$ cat config.mk
export PLATFORM = sky130hd
export DESIGN_NAME = apr_push_unit
export DESIGN_NICKNAME = d
export VERILOG_FILES = /design/src/rtl/apr_pkg.sv /design/src/rtl/apr_push_unit.sv
export SDC_FILE = /design/constraint.sdc
export NUM_CORES = 2
export LEC_CHECK = 0
export BUFFER_PORTS_ARGS = -buffer_cell sky130_fd_sc_hd__buf_2
export CORE_MARGIN = 2
export CORE_UTILIZATION = 27
export DETAILED_ROUTE_END_ITERATION = 12
export PLACE_DENSITY = 0.51
export SYNTH_ARGS = -nofsm -noshare
export SYNTH_HDL_FRONTEND = slang
export SYNTH_SLANG_ARGS = --single-unit
$ cat constraint.sdc
create_clock -name clk -period 40 [get_ports clk]
set_clock_uncertainty 0.15 [all_clocks]
set_input_delay 2 -clock clk [delete_from_list [all_inputs] [get_ports clk]]
set_output_delay 2 -clock clk [all_outputs]
set_load 0.01 [all_outputs]
$ cat src/rtl/apr_pkg.sv
// Package for the box push-out resolver: command and register codes,
// the box table word, the sequencer step codes and the control group.
// No dependencies.
`timescale 1ns / 1ps

package apr_pkg;

    localparam int POS_W = 32;
    localparam int EXT_W = 21;
    localparam int DW    = 36;
    localparam int EPS_Q = 66;

    localparam logic [1:0] CMD_APPEND  = 2'd0;
    localparam logic [1:0] CMD_CLEAR   = 2'd1;
    localparam logic [1:0] CMD_RESOLVE = 2'd2;

    localparam logic [0:0] REG_RADIUS = 1'b0;
    localparam logic [0:0] REG_HEIGHT = 1'b1;

    localparam logic [EXT_W-1:0] RADIUS_RESET = 21'd19661;
    localparam logic [EXT_W-1:0] HEIGHT_RESET = 21'd117965;

    typedef struct packed {
        logic signed [POS_W-1:0] centre_x;
        logic signed [POS_W-1:0] bottom_y;
        logic signed [POS_W-1:0] centre_z;
        logic [EXT_W-1:0]        extent_x;
        logic [EXT_W-1:0]        extent_z;
        logic [EXT_W-1:0]        extent_y;
    } box_t;

    typedef enum logic [7:0] {
        ST_IDLE  = 8'b0000_0001,
        ST_FETCH = 8'b0000_0010,
        ST_BOUND = 8'b0000_0100,
        ST_SPAN  = 8'b0000_1000,
        ST_OVLP  = 8'b0001_0000,
        ST_PICK  = 8'b0010_0000,
        ST_MOVE  = 8'b0100_0000,
        ST_DONE  = 8'b1000_0000
    } step_t;

    typedef struct packed {
        step_t step;
        logic  load;
    } ctrl_t;

endpackage

$ cat src/rtl/apr_push_unit.sv
// Shared push-out datapath, stepped once per box through bounds, span,
// overlap, pick and move; holds the player position between boxes.
// Depends on apr_pkg for the control group and the box word.
`timescale 1ns / 1ps

module apr_push_unit (
    input  logic                    clk,
    input  apr_pkg::ctrl_t          ctrl,
    input  logic signed [31:0]      load_x,
    input  logic signed [31:0]      load_y,
    input  logic signed [31:0]      load_z,
    input  logic [20:0]             radius,
    input  logic [20:0]             height,
    input  apr_pkg::box_t           box,
    output logic                    hit,
    output logic signed [31:0]      res_x,
    output logic signed [31:0]      res_z
);

    localparam int DW = apr_pkg::DW;

    typedef logic signed [DW-1:0] dw_t;

    localparam dw_t EPS = dw_t'(apr_pkg::EPS_Q);

    logic signed [31:0] px_reg;
    logic signed [31:0] pz_reg;
    logic signed [31:0] cx_reg;
    logic signed [31:0] cz_reg;
    dw_t pminy_reg;
    dw_t pmaxy_reg;
    dw_t ey0_reg;
    dw_t ey1_reg;
    dw_t bx0_reg;
    dw_t bx1_reg;
    dw_t bz0_reg;
    dw_t bz1_reg;
    dw_t ax0_reg;
    dw_t ax1_reg;
    dw_t az0_reg;
    dw_t az1_reg;
    dw_t lox_reg;
    dw_t hix_reg;
    dw_t loz_reg;
    dw_t hiz_reg;
    dw_t ox_reg;
    dw_t oz_reg;
    dw_t amt_reg;
    logic yhit_reg;
    logic negx_reg;
    logic negz_reg;
    logic hit_reg;
    logic selx_reg;

    dw_t  mv_tgt;
    dw_t  mv_sum;
    logic mv_neg;
    logic signed [31:0] mv_sat;

    function automatic dw_t sx(input logic signed [31:0] v);
        return DW'(v);
    endfunction

    function automatic dw_t ux(input logic [20:0] v);
        return $signed(DW'(v));
    endfunction

    function automatic logic signed [31:0] sat32(input dw_t v);
        logic signed [31:0] r;
        r = v[31:0];
        if (!(&v[DW-1:31]) && (|v[DW-1:31]))
        begin
            r = v[DW-1] ? 32'sh8000_0000 : 32'sh7FFF_FFFF;
        end
        return r;
    endfunction

    always_comb
    begin
        mv_tgt = selx_reg ? sx(px_reg) : sx(pz_reg);
        mv_neg = selx_reg ? negx_reg : negz_reg;
        mv_sum = mv_neg ? (mv_tgt - amt_reg) : (mv_tgt + amt_reg);
        mv_sat = sat32(mv_sum);
    end

    always_ff @(posedge clk)
    begin
        if (ctrl.load)
        begin
            px_reg    <= load_x;
            pz_reg    <= load_z;
            pminy_reg <= sx(load_y) - ux(height) + EPS;
            pmaxy_reg <= sx(load_y) - EPS;
        end
        case (ctrl.step)
            apr_pkg::ST_BOUND:
            begin
                cx_reg  <= box.centre_x;
                cz_reg  <= box.centre_z;
                ey0_reg <= sx(box.bottom_y);
                ey1_reg <= sx(box.bottom_y) + ux(box.extent_y);
                bx0_reg <= sx(box.centre_x) - ux(box.extent_x >> 1);
                bx1_reg <= sx(box.centre_x) + ux(box.extent_x >> 1);
                bz0_reg <= sx(box.centre_z) - ux(box.extent_z >> 1);
                bz1_reg <= sx(box.centre_z) + ux(box.extent_z >> 1);
                ax0_reg <= sx(px_reg) - ux(radius) + EPS;
                ax1_reg <= sx(px_reg) + ux(radius) - EPS;
                az0_reg <= sx(pz_reg) - ux(radius) + EPS;
                az1_reg <= sx(pz_reg) + ux(radius) - EPS;
            end
            apr_pkg::ST_SPAN:
            begin
                yhit_reg <= (pminy_reg < ey1_reg) && (pmaxy_reg > ey0_reg);
                lox_reg  <= (ax0_reg > bx0_reg) ? ax0_reg : bx0_reg;
                hix_reg  <= (ax1_reg < bx1_reg) ? ax1_reg : bx1_reg;
                loz_reg  <= (az0_reg > bz0_reg) ? az0_reg : bz0_reg;
                hiz_reg  <= (az1_reg < bz1_reg) ? az1_reg : bz1_reg;
                negx_reg <= px_reg < cx_reg;
                negz_reg <= pz_reg < cz_reg;
            end
            apr_pkg::ST_OVLP:
            begin
                ox_reg  <= hix_reg - lox_reg;
                oz_reg  <= hiz_reg - loz_reg;
                hit_reg <= yhit_reg && (hix_reg > lox_reg) && (hiz_reg > loz_reg);
            end
            apr_pkg::ST_PICK:
            begin
                selx_reg <= ox_reg < oz_reg;
                amt_reg  <= ((ox_reg < oz_reg) ? ox_reg : oz_reg) + EPS;
            end
            apr_pkg::ST_MOVE:
            begin
                if (hit_reg)
                begin
                    if (selx_reg)
                    begin
                        px_reg <= mv_sat;
                    end
                    else
                    begin
                        pz_reg <= mv_sat;
                    end
                end
            end
            default:
            begin
            end
        endcase
    end

    assign hit   = hit_reg;
    assign res_x = px_reg;
    assign res_z = pz_reg;

endmodule

==> results.md <==
* Hold Crit Depth at 2
* Length of routed met3 wiring at 10670 µm
* Row cnt at 167
* Crit Reg-Reg Startpoint: oz_reg[35]
* R2r setup slk at 32.43 ns
* Vias in the first global route at 41430
* Routed WL at 178200 µm
* Post-CTS Hold Buffers at 0
* Met1 wire length at 76730 µm
* Critical Path Source Type: register
* Clock tree root buffer cell: clkbuf_16
* Post-synthesis adder-cell area fraction at 0.1725
* Post-DP HPWL at 146000 µm
* Min Tclk post-route at 7.567 ns
* Critical Path Start: oz_reg[35]
* Switching Power at 684.3 µW
* DR iter-0 viols at 2844
* Chip width at 460.2 µm
* Final std cells w/o fill at 8933
* RSZ-0062 raised after global routing: no
* CP max-delay cell: a32oi_2
* Dominant cells by area after synthesis: edfxtp_1 (38%), ha_1 (17%), inv_1 (5.1%)
* Required time worst endpoint at 40.30 ns
* Clock power share at 0.395
* Setup ws final at 32.43 ns
* First-pass DRT Iterations at 5
* Status: completed
* Least-Margin Pin Slew at 1.171 ns
* Setup TNS at 0 ns
* H-tree depth at 3
* Async SR Flop Fraction at 0
* CTS buffer count at 96
* Post-route ant nets at 0
* Core Region at 207100 µm²
* Worst-Skew Late Latency at 0.71 ns
* R2R Path End: amt_reg[31]
* Crit-path cells: inv_1 -> ha_1 -> nand4_1 -> nor3_1 -> o2111ai_1 -> and4_1 -> nand4_1 -> nand2_1 -> buf_4 -> inv_1 -> buf_4 -> nand2_1 -> o21ai_0 -> ha_1 -> nor2b_1 -> nand2_1 -> nor4_1 -> nor4_1 -> buf_4 -> a32oi_2 -> nand3_1 -> a211oi_1 -> xnor2_1
* Synthesized cell area at 56200 µm²
* Total grt overflow at 0
* Metal2 WL at 84150 µm
* Setup Buffers After CTS at 0
* Synth warn at 0
* Gate power share at 0.203
* Max Buffers Root-to-Sink at 3
* Initial Util at 0.2714
* Initial antenna violation count at 46
* Post-CTS Resized at 0
* Max Freq at 132.1 MHz
* Routed via count at 42190
* Final-report setup violation count at 0
* I/O pin cnt at 372
* Synthesized area per cell at 9.905 µm²
* Die H at 460.2 µm
* Drt via density at 4.723
* NumNets Final at 7129
* Critical Path Fanout Max at 48
* Clk sinks at 773
* Peak supply drop at 0.03056 mV
* Pwr dens at 36.21 nW/µm²
* Final core occ at 0.3125
* FILL cells at 21520
* Type of the worst setup path: register to register
* Critical Path End Type: register
* Synth Flop Type: edfxtp_1
* Switching share of power at 0.2920
* Post-placement setup slack at 32.65 ns
* Synth area leader: edfxtp_1
* CTS tree: built
* All-Layer GR Usage at 0.1653
* P&R area growth vs syn at 15.15%
* XOR/XNOR Fraction of Synth Area at 0.07247
* Min-delay src: ox_reg[0]
* Syn Nets at 6748
* Post-synth top cells: inv_1 (760), ha_1 (754), edfxtp_1 (709)
* Pin count of the biggest net entering global routing at 140
* Worst hold slack at 0.4030 ns
* Sequential Power Share at 0.402
* Post-Place Cells at 8745
* WP buf/inv at 5
* Cells after Synth at 5674
* Routed WL per cell at 19.94 µm
* Arrival time at the worst endpoint at 7.87 ns
* Pint at 1.659 mW
* Multiplexer area fraction after synthesis at 0.03587
* Lkg Pwr at 28.17 nW
* Global-route wire length before repair at 261100 µm
* Hold Path End: amt_reg[0]
* Post-synthesis sequential area ratio at 0.4016
* HP Class: register to register
* EDFF count, synth at 709
* IO Port Bufs at 369
* Simple-gate share of the synthesized area at 0.1144
* Top-area cell type share of the netlist area at 0.3788
* Clk slew on worst S/H paths at 0.06 ns
* Max Cap Viol at 0
* Post-synthesis compound-gate area fraction at 0.1438
* # DRC at 0
* Register-to-Register Path Depth at 23
* Main combinational cell family by area after synthesis: adder cells
* Max incr delay on CP at 0.77 ns
* Die Footprint at 211800 µm²
* Crit path max-delay family: simple AND/OR/NAND/NOR gates
* Hold Vio Cnt, Final at 0
* Rel. slew slack at 0.2130
* Final worst path period share at 0.1892
* Count leader, synth: inv_1
* Flops & latches, synth at 773
* Final Max Tran Viols at 0
* Distinct cells, synth at 84
* Top routing layer used: met5
* Final GP Congestion at 0.8999
* Layout cell share with drive strength beyond 1 at 0.1208
==> through the flow <==
step           power [mW]  area, µm²
4_1_cts             2.374      64690
2_1_floorplan       1.267      56200
3_5_place_dp        1.435      61400
3_3_place_gp        1.432      61400
6_report            2.343      64720
5_1_grt             2.456      64700
==> worst register-to-register path: stages (launching register included) <==
cell       delay [ns]
edfxtp_1         0.41
inv_1            0.09
ha_1             0.52
nand4_1          0.33
nor3_1           0.53
o2111ai_1        0.30
and4_1           0.35
nand4_1          0.50
nand2_1          0.11
buf_4            0.26
inv_1            0.12
buf_4            0.52
nand2_1          0.11
o21ai_0          0.10
ha_1             0.43
nor2b_1          0.23
nand2_1          0.08
nor4_1           0.20
nor4_1           0.09
buf_4            0.18
a32oi_2          0.77
nand3_1          0.46
a211oi_1         0.35
xnor2_1          0.12
==> how the worst max path moves through the flow <==
| stage | end | slack (ns) | depth (start not counted) |
|---|---|---|---|
| floorplan | ax0_reg[0] | 7.36 | 4 |
| global placement | amt_reg[31] | 32.68 | 23 |
| detailed placement | amt_reg[31] | 32.65 | 23 |
| CTS | amt_reg[31] | 32.59 | 23 |
| global route | amt_reg[31] | 31.96 | 23 |
| finish | amt_reg[31] | 32.43 | 23 |
==> power groups by stage <==
stage / registers (mW) / logic [mW] / clock network, mW
detailed placement: 0.961 / 0.474 / 0
global route: 0.944 / 0.530 / 0.982
finish: 0.942 / 0.475 / 0.926
floorplan: 0.950 / 0.317 / 0
global placement: 0.961 / 0.471 / 0
CTS: 0.944 / 0.478 / 0.952
==> cells in the final DEF (no fill, tap or decap), types with 136 or more instances in the layout <==
cell type and instances:
inv_1 760, ha_1 754, edfxtp_1 709, nand2_1 369, buf_2 368, o21ai_0 367
a21oi_1 345, xnor2_1 301, nor2_1 286, a21o_1 186, xor2_1 164, mux2_2 136
==> layer usage <==
metal | GRT usage | up-vias
met4 | 0.05374 | 46
met5 | 0 | -
li1 | - | 20980
met3 | 0.03348 | 292
met2 | 0.2803 | 1037
met1 | 0.2091 | 19830
==> layout make-up <==
type                            count  area [µm²]  share of cell area
Inverter                          760        2853             0.04408
Sequential cell                   773       22570              0.3488
Multi-Input combinational cell   4022       30370              0.4693
Clock buffer                      114        2596             0.04012
Clock inverter                     65       698.2             0.01079
Tap cell                         2788        3488             0.05390
Timing Repair Buffer              402        2116             0.03269
Antenna cell                        9       22.52           0.0003480
==> cells by family after synthesis <==
family	Yosys count
AO/OA/AOI/OAI	1295
multiplexers	184
buffers and inverters	879
AND/OR/NAND/NOR	1311
adder cells (fa/ha/maj)	767
flip-flops	773
XOR/XNOR	465
(Power assumes the default switching activity.)
